<file path="src/cts_pkg.sv">
package cts_pkg;

    // Widths of the ports and the datapath
    localparam int ANGLE_W = 15;
    localparam int COUNT_W = 5;
    localparam int VALUE_W = 32;
    localparam int MAG_W   = 14;
    localparam int X2_W    = 28;
    localparam int PROD_W  = 64;

    // Reset value of term_count and default cap on the number of terms
    localparam logic [COUNT_W-1:0] TERM_COUNT_RESET  = 5'd8;
    localparam int                 MAX_TERMS_DEFAULT = 16;

    // Input angle limit: 180 degrees in 1/64 degree units
    localparam logic signed [ANGLE_W-1:0] ANGLE_MAX = 15'sd11520;
    localparam logic signed [ANGLE_W-1:0] ANGLE_MIN = -15'sd11520;

    // (pi/11520)^2 * 2^56 = 2^32 + K2_LO
    localparam logic [31:0] K2_LO = 32'd1063919027;

    // Fixed-point constants
    localparam logic signed [VALUE_W-1:0] Q24_ONE = 32'sh0100_0000;
    localparam logic signed [VALUE_W-1:0] S32_MAX = 32'sh7FFF_FFFF;
    localparam logic signed [VALUE_W-1:0] S32_MIN = 32'sh8000_0000;
    localparam logic [PROD_W-1:0] HALF_Q32 = 64'h0000_0000_8000_0000;
    localparam logic [PROD_W-1:0] HALF_Q24 = 64'h0000_0000_0080_0000;

    // round(2^32 / ((2i-1)(2i))), indexed by i; entry 0 unused
    localparam logic [31:0] RECIP_TABLE [32] = '{
        32'd0,          32'd2147483648, 32'd357913941,  32'd143165577,
        32'd76695845,   32'd47721859,   32'd32537631,   32'd23598721,
        32'd17895697,   32'd14035841,   32'd11302546,   32'd9296466,
        32'd7780738,    32'd6607642,    32'd5681174,    32'd4936744,
        32'd4329604,    32'd3827957,    32'd3408704,    32'd3054742,
        32'd2753184,    32'd2494174,    32'd2270067,    32'd2074863,
        32'd1903798,    32'd1753048,    32'd1619520,    32'd1500687,
        32'd1394470,    32'd1299143,    32'd1213268,    32'd1135634
    };

    // Sequencer states
    typedef enum logic [2:0] {
        ST_IDLE,
        ST_SQUARE,
        ST_SCALE,
        ST_X2,
        ST_TMUL,
        ST_TUPD,
        ST_ACC,
        ST_DONE
    } cts_state_t;

endpackage

</file>
<file path="src/cosine_taylor_series.sv">
// Cosine by its Maclaurin series, Q8.24 result.
// Input channel: angle_deg (1/64 degree, clamped to +/-180 degrees) moves on
// in_valid/in_ready. Output channel: cos_value and saturated move on
// out_valid/out_ready. term_count is written through cfg_we/cfg_wdata; the user
// must write it only while the block is idle, as the block does not enforce this.
// term_count resets to 8 and is capped to MAX_TERMS (at most 31); zero acts as 1.
// One 32x32 multiply-add unit with a registered product does all the multiplications:
// three passes form the angle squared, then each further term takes two passes
// (scaled reciprocal factor, then term times factor), and a final step adds
// the last term into the sum.
// The block works on one item at a time: in_ready is high only in idle, which
// is entered in the cycle after a result is loaded.
// The result sits in an output register: a stalled receiver does not stop the
// next item from being accepted and computed; only the load of the following
// result waits until the held one is transferred.
// Reset (asynchronous, rst_n low) returns the sequencer to idle, drops out_valid
// and sets term_count to 8.
module cosine_taylor_series #(
    parameter int MAX_TERMS = cts_pkg::MAX_TERMS_DEFAULT
) (
    input  logic                                clk,
    input  logic                                rst_n,
    input  logic                                cfg_we,
    input  logic [cts_pkg::COUNT_W-1:0]         cfg_wdata,
    input  logic                                in_valid,
    output logic                                in_ready,
    input  logic signed [cts_pkg::ANGLE_W-1:0]  angle_deg,
    output logic                                out_valid,
    input  logic                                out_ready,
    output logic signed [cts_pkg::VALUE_W-1:0]  cos_value,
    output logic                                saturated
);
    import cts_pkg::*;

    localparam int TermCap = (MAX_TERMS > 31) ? 31 : MAX_TERMS;
    localparam logic [COUNT_W-1:0] TermCapW = COUNT_W'(TermCap);

    cts_state_t state_reg, state_next;

    logic [COUNT_W-1:0]        term_count_reg;
    logic [COUNT_W-1:0]        n_reg, n_next;
    logic [COUNT_W-1:0]        idx_reg, idx_next;
    logic [MAG_W-1:0]          mag_reg, mag_next;
    logic [X2_W-1:0]           x2_reg, x2_next;
    logic signed [VALUE_W-1:0] term_reg, term_next;
    logic signed [VALUE_W-1:0] sum_reg, sum_next;
    logic                      sat_reg, sat_next;
    logic [PROD_W-1:0]         prod_reg;
    logic signed [VALUE_W-1:0] cos_value_reg;
    logic                      saturated_reg;
    logic                      out_valid_reg;
    logic                      out_load;

    logic [31:0]               mul_a;
    logic [31:0]               mul_b;
    logic [PROD_W-1:0]         mul_add;

    logic signed [ANGLE_W-1:0] ang_clamped;
    logic signed [ANGLE_W-1:0] ang_abs;
    logic [COUNT_W-1:0]        n_eff;
    logic [31:0]               term_mag;
    logic [39:0]               p_val;
    logic signed [VALUE_W-1:0] term_upd;
    logic                      term_sat;
    logic signed [VALUE_W:0]   sum_ext;
    logic signed [VALUE_W-1:0] sum_upd;
    logic                      sum_sat;

    // Configuration register
    always_ff @(posedge clk or negedge rst_n)
    begin
        if (!rst_n)
        begin
            term_count_reg <= TERM_COUNT_RESET;
        end
        else if (cfg_we)
        begin
            term_count_reg <= cfg_wdata;
        end
    end

    // Clamp the angle and take its magnitude
    always_comb
    begin
        if (angle_deg > ANGLE_MAX)
        begin
            ang_clamped = ANGLE_MAX;
        end
        else if (angle_deg < ANGLE_MIN)
        begin
            ang_clamped = ANGLE_MIN;
        end
        else
        begin
            ang_clamped = angle_deg;
        end
        ang_abs = ang_clamped[ANGLE_W-1] ? -ang_clamped : ang_clamped;
    end

    // Limit the term count to 1 .. cap
    always_comb
    begin
        if (term_count_reg == '0)
        begin
            n_eff = COUNT_W'(1);
        end
        else if (term_count_reg > TermCapW)
        begin
            n_eff = TermCapW;
        end
        else
        begin
            n_eff = term_count_reg;
        end
    end

    // Term magnitude, next term with clamp
    always_comb
    begin
        term_mag = term_reg[VALUE_W-1] ? 32'(-term_reg) : 32'(term_reg);
        p_val    = prod_reg[63:24];
        term_sat = 1'b0;
        if (term_reg[VALUE_W-1])
        begin
            // new term is positive
            if (p_val > 40'h00_7FFF_FFFF)
            begin
                term_upd = S32_MAX;
                term_sat = 1'b1;
            end
            else
            begin
                term_upd = signed'(p_val[31:0]);
            end
        end
        else
        begin
            // new term is negative
            if (p_val > 40'h00_8000_0000)
            begin
                term_upd = S32_MIN;
                term_sat = 1'b1;
            end
            else
            begin
                term_upd = signed'(32'(-p_val[32:0]));
            end
        end
    end

    // Add the latest term into the sum with clamp
    always_comb
    begin
        sum_ext = {sum_reg[VALUE_W-1], sum_reg} + {term_reg[VALUE_W-1], term_reg};
        sum_sat = 1'b0;
        if (sum_ext[VALUE_W] != sum_ext[VALUE_W-1])
        begin
            sum_sat = 1'b1;
            sum_upd = sum_ext[VALUE_W] ? S32_MIN : S32_MAX;
        end
        else
        begin
            sum_upd = sum_ext[VALUE_W-1:0];
        end
    end

    // Shared multiply-add unit with registered product
    always_ff @(posedge clk)
    begin
        prod_reg <= 64'(mul_a) * 64'(mul_b) + mul_add;
    end

    // Sequencer state and datapath registers
    always_ff @(posedge clk or negedge rst_n)
    begin
        if (!rst_n)
        begin
            state_reg <= ST_IDLE;
        end
        else
        begin
            state_reg <= state_next;
        end
    end

    always_ff @(posedge clk)
    begin
        n_reg    <= n_next;
        idx_reg  <= idx_next;
        mag_reg  <= mag_next;
        x2_reg   <= x2_next;
        term_reg <= term_next;
        sum_reg  <= sum_next;
        sat_reg  <= sat_next;
    end

    // Next state, multiplier operands and datapath updates
    always_comb
    begin
        state_next = state_reg;
        n_next     = n_reg;
        idx_next   = idx_reg;
        mag_next   = mag_reg;
        x2_next    = x2_reg;
        term_next  = term_reg;
        sum_next   = sum_reg;
        sat_next   = sat_reg;
        mul_a      = '0;
        mul_b      = '0;
        mul_add    = '0;
        in_ready   = 1'b0;
        out_load   = 1'b0;

        case (state_reg)
            ST_IDLE:
            begin
                in_ready = 1'b1;
                if (in_valid)
                begin
                    mag_next   = ang_abs[MAG_W-1:0];
                    n_next     = n_eff;
                    idx_next   = '0;
                    term_next  = Q24_ONE;
                    sum_next   = Q24_ONE;
                    sat_next   = 1'b0;
                    state_next = ST_SQUARE;
                end
            end
            ST_SQUARE:
            begin
                // a^2
                mul_a      = 32'(mag_reg);
                mul_b      = 32'(mag_reg);
                state_next = ST_SCALE;
            end
            ST_SCALE:
            begin
                // a^2 * K2 + half, with the top bit of K2 folded into the addend
                mul_a      = {5'd0, prod_reg[26:0]};
                mul_b      = K2_LO;
                mul_add    = {5'd0, prod_reg[26:0], 32'h8000_0000};
                state_next = ST_X2;
            end
            ST_X2:
            begin
                x2_next = prod_reg[59:32];
                if (n_reg == COUNT_W'(1))
                begin
                    state_next = ST_DONE;
                end
                else
                begin
                    // first factor: x^2 * r_1
                    mul_a      = {4'd0, prod_reg[59:32]};
                    mul_b      = RECIP_TABLE[1];
                    mul_add    = HALF_Q32;
                    idx_next   = COUNT_W'(1);
                    state_next = ST_TMUL;
                end
            end
            ST_TMUL:
            begin
                // |term| * f_i, and fold the previous term into the sum
                mul_a   = term_mag;
                mul_b   = {4'd0, prod_reg[59:32]};
                mul_add = HALF_Q24;
                if (idx_reg > COUNT_W'(1))
                begin
                    sum_next = sum_upd;
                    sat_next = sat_reg | sum_sat;
                end
                state_next = ST_TUPD;
            end
            ST_TUPD:
            begin
                term_next = term_upd;
                sat_next  = sat_reg | term_sat;
                if (idx_reg == n_reg - COUNT_W'(1))
                begin
                    state_next = ST_ACC;
                end
                else
                begin
                    // next factor while the term settles
                    mul_a      = {4'd0, x2_reg};
                    mul_b      = RECIP_TABLE[idx_reg + COUNT_W'(1)];
                    mul_add    = HALF_Q32;
                    idx_next   = idx_reg + COUNT_W'(1);
                    state_next = ST_TMUL;
                end
            end
            ST_ACC:
            begin
                sum_next   = sum_upd;
                sat_next   = sat_reg | sum_sat;
                state_next = ST_DONE;
            end
            ST_DONE:
            begin
                // hold until the output register is free
                if (!out_valid_reg || out_ready)
                begin
                    out_load   = 1'b1;
                    state_next = ST_IDLE;
                end
            end
            default:
            begin
                state_next = ST_IDLE;
            end
        endcase
    end

    // Output register
    always_ff @(posedge clk or negedge rst_n)
    begin
        if (!rst_n)
        begin
            out_valid_reg <= 1'b0;
        end
        else if (out_load)
        begin
            out_valid_reg <= 1'b1;
        end
        else if (out_ready)
        begin
            out_valid_reg <= 1'b0;
        end
    end

    always_ff @(posedge clk)
    begin
        if (out_load)
        begin
            cos_value_reg <= sum_reg;
            saturated_reg <= sat_reg;
        end
    end

    assign out_valid = out_valid_reg;
    assign cos_value = cos_value_reg;
    assign saturated = saturated_reg;

    // Checks
    a_accept_starts: assert property (@(posedge clk) disable iff (!rst_n)
        (in_valid && in_ready) |=> (state_reg == ST_SQUARE))
        else $error("accepted item did not start the square pass");

    a_index_range: assert property (@(posedge clk) disable iff (!rst_n)
        (state_reg == ST_TMUL || state_reg == ST_TUPD) |->
            (idx_reg != '0 && idx_reg < n_reg))
        else $error("term index out of range");

    a_count_nonzero: assert property (@(posedge clk) disable iff (!rst_n)
        (state_reg != ST_IDLE) |-> (n_reg != '0 && n_reg <= TermCapW))
        else $error("term count out of range during an item");

    a_load_from_done: assert property (@(posedge clk) disable iff (!rst_n)
        $rose(out_valid_reg) |-> ($past(state_reg) == ST_DONE))
        else $error("result loaded outside the done state");

    a_no_overwrite: assert property (@(posedge clk) disable iff (!rst_n)
        (out_valid_reg && !out_ready && state_reg == ST_DONE) |=>
            (state_reg == ST_DONE))
        else $error("pending result overwritten");

endmodule
</file>
<file path="config.mk">
export PLATFORM = sky130hd
export DESIGN_NAME = cosine_taylor_series
export DESIGN_NICKNAME = d
export VERILOG_FILES = /design/src/cts_pkg.sv /design/src/cosine_taylor_series.sv
export SDC_FILE = /design/constraint.sdc
export NUM_CORES = 2
export LEC_CHECK = 0
export BUFFER_PORTS_ARGS = -buffer_cell sky130_fd_sc_hd__buf_4
export CAP_MARGIN = 0
export CELL_PAD_IN_SITES_DETAIL_PLACEMENT = 1
export CELL_PAD_IN_SITES_GLOBAL_PLACEMENT = 1
export CORE_ASPECT_RATIO = 2
export CORE_MARGIN = 10
export CORE_UTILIZATION = 45
export CTS_CLUSTER_DIAMETER = 200
export DETAILED_ROUTE_END_ITERATION = 8
export PLACE_DENSITY_LB_ADDON = 0.1
export SKIP_CTS_REPAIR_TIMING = 1
export SYNTH_ARGS = -nofsm -noshare
export SYNTH_HDL_FRONTEND = slang
export SYNTH_SLANG_ARGS = --single-unit
</file>
<file path="constraint.sdc">
create_clock -name clk -period 12.6 [get_ports clk]
set_clock_uncertainty 0.15 [all_clocks]
set_input_delay 1.26 -clock clk [delete_from_list [all_inputs] [get_ports clk]]
set_output_delay 1.26 -clock clk [all_outputs]
set_load 0.03 [all_outputs]
</file>
## After elaboration in Yosys (flattened, before gate mapping)

Memories as Yosys holds them, arrays and structs flattened.
Cells that the tools add are included.

| word-level totals | value |
|---|---|
| bits in registers | 223 |
| bits in read-only memories | 1,024 |
| output and inout bits | 35 |
| word-level logic and storage cells | 110 |
| memories | 1 |

| operators by class | value |
|---|---|
| add/sub/neg operators | 7 |
| $mul | 1 |
| order comparisons | 7 |
| equal/unequal tests | 15 |
| muxes and demuxes | 46 |
| bitwise operators | 3 |
| reduce and logical (&&, ||, !) cells | 16 |

Memories:

| memory | depth | width | read ports | clocked after Yosys merged registers in | write ports | RTL line | source |
|---|---|---|---|---|---|---|---|
| (name not given) | 32 | 32 | 1 | 0 | 0 | cosine_taylor_series.sv:286 | `mul_b = RECIP_TABLE[idx_reg + COUNT_W'(1)];` |

Operators by type and width:

| cell | number |
|---|---|
| $mux 32 | 14 |
| $pmux 32 s5 | 2 |
| $pmux 59 s4 | 1 |
| $pmux 32 s3 | 1 |
| $add 64x64->64 | 1 |
| $mul 32x32->64 | 1 |
| $neg 32->32 | 2 |
| $pmux 32 s2 | 1 |
| $mux 28 | 2 |
| $gt 40x31->1 const B | 1 |
| $gt 40x32->1 const B | 1 |
| $add 32x32->33 | 1 |
| $mux 15 | 2 |
| $pmux 3 s8 | 1 |
| $mux 5 | 4 |
| $gt 15x15->1 const B | 1 |
| $lt 15x15->1 const B | 1 |
| $pmux 5 s3 | 1 |
| $mux 14 | 1 |
| $neg 14->14 | 1 |
| $eq 3x3->1 const B | 4 |
| $mux 1 | 11 |
| $ne 2x2->1 const B | 5 |
| $eq 3x2->1 const B | 2 |
| other kinds (25) | 33 |

## Depth between registers and ports, before layout

| depth | value |
|---|---|
| depth in word-level cells | 9 |
| gate-level depth with buffers | 40 |

## Least setup slack after synthesis

OpenSTA, ideal clock, no wires.

| timing path | value |
|---|---|
| path type | register -> register |
| from | reg idx_reg[2] |
| to | reg prod_reg[61] |
| data arrival time | 9.998 ns |
| data required time | 12.388 ns |
| slack | 2.389 ns |
| cell stages (with the launch flop) | 40 |
| buffers on the path | 6 |
| clock period less this slack | 10.211 ns |
| cell sequence | edfxtp_1 > clkbuf_1 > inv_1 > ha_1 > clkbuf_1 > inv_1 > clkbuf_1 > clkbuf_1 > fa_1 > nand3_1 > o211ai_1 > o2111ai_1 > o31ai_1 > a221oi_1 > clkbuf_1 > nor2_1 > fa_1 > inv_1 > [... 4 more ...] > fa_1 > inv_1 > fa_1 > fa_1 > fa_1 > inv_1 > fa_1 > inv_1 > ha_1 > clkbuf_1 > a21oi_1 > o21ai_0 > a21oi_1 > o221ai_1 > o211ai_1 > a21oi_1 > or4b_2 > nand3_1 |

| on the way | value |
|---|---|
| cells in the longest elaborated chain, start to end | 9 |

RTL lines:

| what | RTL line | source |
|---|---|---|
| from (decl) | cosine_taylor_series.sv:42 | `logic [COUNT_W-1:0] idx_reg, idx_next;` |
| from (signal assigned) | cosine_taylor_series.sv:189 | `idx_reg <= idx_next;` |
| $add 5x1->5 | cosine_taylor_series.sv:286 |  |
| $not 5->6 (not written as such) | cosine_taylor_series.sv:286 |  |
| $mem_v2 32x32 | - |  |
| $mux 32 (not written as such) (2 in series) | cosine_taylor_series.sv:286 |  |
| $mux 32 | cosine_taylor_series.sv:278 | `if (idx_reg == n_reg - COUNT_W'(1))` |
| $pmux 32 s5 | cosine_taylor_series.sv:214 | `case (state_reg)` |
| $mul 32x32->64 | cosine_taylor_series.sv:170 | `prod_reg <= 64'(mul_a) * 64'(mul_b) + mul_add;` |
| $add 64x64->64 (*) | cosine_taylor_series.sv:170 |  |
| to (signal assigned) | cosine_taylor_series.sv:170 |  |
| to (decl) | cosine_taylor_series.sv:48 | `logic [PROD_W-1:0] prod_reg;` |

Mark *: on every way between the ends. The rest lies on a longest branch, timed or not. The select of a mux whose other input is x is not followed.
A chain may end at the register's enable or synchronous reset.

## Worst setup path after layout

| timing path | value |
|---|---|
| from | reg idx_reg[1] |
| to | reg prod_reg[61] |

The elaborated chain is that of the path after synthesis.

==> out/results.tsv <==
metric	value	unit
num_rows	166	
utilization	48.71	%
critPathArrivalTime	12.17	ns
reg2reg_depth	30	
clk-insertion-delay-late	0.59	ns
drcViolationCount	0	
whs_path_depth	0	
netlist_area	0.04626	mm2
grt-ovfl-total	0	
placed_area	0.04890	mm2
min_from	sum_reg[14]$_SDFFCE_PN0P_	
die_area	0.1168	mm2
htree_levels	1	
cap_violations	0	
drive_gt1_share	6.608	%
synth_compound_area_share	10.26	%
antenna_found_initial	8	
rrSetupSlack	0.81	ns
wire_per_inst	29.48	um
critPathKind	reg2reg	
tns	0	ns
maxSlewViolCount	0	
maxSlewHeadroom	13.89	%
hpwl	158900	um
syn_to_final_growth	7.595	%
synth_top_family_by_area	adder cells	
synth.area.mux_share	0.3516	%
drtPass1Iterations	5	
fin_area	0.04977	mm2
setup_viol	0	
crit_path_frequent_cell	fa_1	
grt_pass1_wl	284400	um
synth_seq_cells	223	
use_met2	61.35	%
largest_reg_flops	64	
fin_nets	6489	
r2r-end	prod_reg[61]$_DFF_P_	
tightest_slew	1.278	ns
core	0.1022	mm2
yosys.area_share.simple	15.04	%
outcome	finished, final reports clean	
fp.dieW	246.7	um
syn_inst	5256	
grt_usage	33.80	%
drt-initial-drc-count	2130	
synth_edf_count	150	
hold_class	reg2reg	
synth-xor-area-share	2.499	%
io_buffers	59	
start_util	45.27	%
cts_tree	yes	
grt_pass1_vias	43950	
io_pins	60	
use_met1	32.69	%
rsz0062_at_grt	false	
ys_warn_count	0	
grt.busiest_layer	met2	
crit_fanout	32	
min_period	11.79	ns
synth-adder-area-share	48.31	%
syn_area_per_cell	8.801	um2
ys_async_sr_fraction	4.036	%
max_clock_freq	84.81	MHz
required	12.98	ns
clock_sinks	223	
cts-root-buf	clkbuf_16	
ys_types	79	
vias	38480	
layout.filler_cells	12000	
die_h	473.4	um
clkTransAtPathRegs	0.06	ns
cts_buffers	26	
slowest_delay	0.86	ns
start_kind	flop	
yosysSeqAreaShare	13.00	%
worstHoldEndpoint	cos_value[14]$_DFFE_PP_	
crit_path_end_kind	flop	
wirelength	194100	um
slowest_stage	edfxtp_1	
synth_flop_cell	edfxtp_1	
clockBufferDepth	3	
holdWs	0.3193	ns
ant_nets	0	
grt_max_degree	53	
post-route-period-util	93.58	%
drt-vias-per-instance	5.847	
hold_viol_final	0	
use_met3	4.246	%
r2r_start	idx_reg[1]$_DFFE_PP_	
gp_congestion	0.9695	
## worst max-delay path, delay by kind of cell, from the launching register on
family / cells / cell delay [ns]
buf+inv: 7 / 1.90
flops: 1 / 0.86
fa+ha+maj: 11 / 5.45
simple gates: 3 / 0.99
compound gates: 9 / 2.32
## worst max path at each step
stage	start	endpoint	slack (ns)	cells past startpoint
2_1_floorplan	idx_reg[2]$_DFFE_PP_	prod_reg[61]$_DFF_P_	2.39	39
3_3_place_gp	idx_reg[1]$_DFFE_PP_	prod_reg[61]$_DFF_P_	1.26	32
3_5_place_dp	idx_reg[1]$_DFFE_PP_	prod_reg[61]$_DFF_P_	1.18	30
4_1_cts	idx_reg[1]$_DFFE_PP_	prod_reg[61]$_DFF_P_	1.14	30
5_1_grt	idx_reg[1]$_DFFE_PP_	prod_reg[61]$_DFF_P_	0.40	31
6_report	idx_reg[1]$_DFFE_PP_	prod_reg[61]$_DFF_P_	0.81	30
## cells in the final DEF, fill, tap and decap left out, types with 26 or more instances in the layout
master,instances
buf_4,208
edfxtp_1,150
o21ai_0,153
a21o_1,56
nand2b_1,64
nor2_1,690
xnor2_1,62
nor3_1,45
fa_1,897
xor2_1,67
ha_1,351
clkbuf_16,26
nand2_1,541
and2_1,67
a21oi_1,223
dfxtp_1,64
nand3_1,46
inv_1,1002
## per-layer routing
metal | part of all wire [%] | up-vias
li1 | - | 16320
met1 | 32 | 20180
met2 | 52 | 1279
met3 | 4.4 | 702
met4 | 11 | 4
met5 | 0.0067 | -
## area by class of cell
class / count / area, um2 / share of cell area [%]
Multi-Input combinational cell: 3748 / 35830 / 71.98
Sequential cell: 223 / 6012 / 12.08
Inverter: 1007 / 3780 / 7.594
Tap cell: 1344 / 1682 / 3.379
Timing Repair Buffer: 210 / 1602 / 3.218
Clock buffer: 37 / 721.9 / 1.451
Clock inverter: 11 / 142.6 / 0.2866
Antenna cell: 2 / 5.005 / 0.01006
## synthesized netlist by cell type, drive strengths merged (6+ instances only)
| cell type | count | area share, % |
|---|---|---|
| inv | 1003 | 8.1 |
| fa | 897 | 39 |
| nor2 | 695 | 5.6 |
| nand2 | 541 | 4.4 |
| ha | 351 | 9.5 |
| clkbuf | 272 | 2.2 |
| a21oi | 225 | 2.4 |
| o21ai | 157 | 1.7 |
| edfxtp | 150 | 9.7 |
| and2 | 70 | 0.95 |
| xor2 | 68 | 1.3 |
| dfxtp | 64 | 2.8 |
| nand2b | 64 | 0.87 |
| xnor2 | 64 | 1.2 |
| a21o | 56 | 0.91 |
| nand3 | 46 | 0.50 |
| nor3 | 46 | 0.51 |
| a211oi | 37 | 0.60 |
| a221oi | 26 | 0.49 |
| or2 | 25 | 0.34 |
| a221o | 24 | 0.52 |
| o211ai | 22 | 0.36 |
| nand4 | 20 | 0.27 |
| nor2b | 20 | 0.27 |
| o31ai | 20 | 0.32 |
| a211o | 19 | 0.36 |
| o21a | 19 | 0.31 |
| or3 | 19 | 0.27 |
| buf | 17 | 0.14 |
| or4 | 17 | 0.30 |
| o21bai | 16 | 0.26 |
| a31oi | 15 | 0.20 |
| and3 | 15 | 0.20 |
| nor4 | 12 | 0.16 |
| mux2 | 10 | 0.24 |
| o41ai | 10 | 0.19 |
| dfrtp | 8 | 0.43 |
| o221ai | 8 | 0.15 |
| o2111ai | 7 | 0.13 |
| a311oi | 6 | 0.11 |
## through the flow
step	setup WS, ns	std cells
finish	0.8095	6582
global route	0.3980	6580
global placement	1.260	6532
CTS	1.140	6580
detailed placement	1.177	6532
floorplan	2.389	5267
## kinds of logic (layout without fill, tap and decap cells)
family / after synthesis / count (layout)
muxes: 15 / 15
and+or+nand+nor: 1611 / 1611
DFF: 223 / 223
xor gates and xnor gates: 132 / 132
buffers and inverters: 1296 / 1265
adders and majority gates: 1248 / 1248
AOI/OAI and AO/OA: 729 / 729
other: 2 / 15
Power is not shown: default switching activity piles up to over one toggle a cycle in this logic, so the estimate is an artifact.
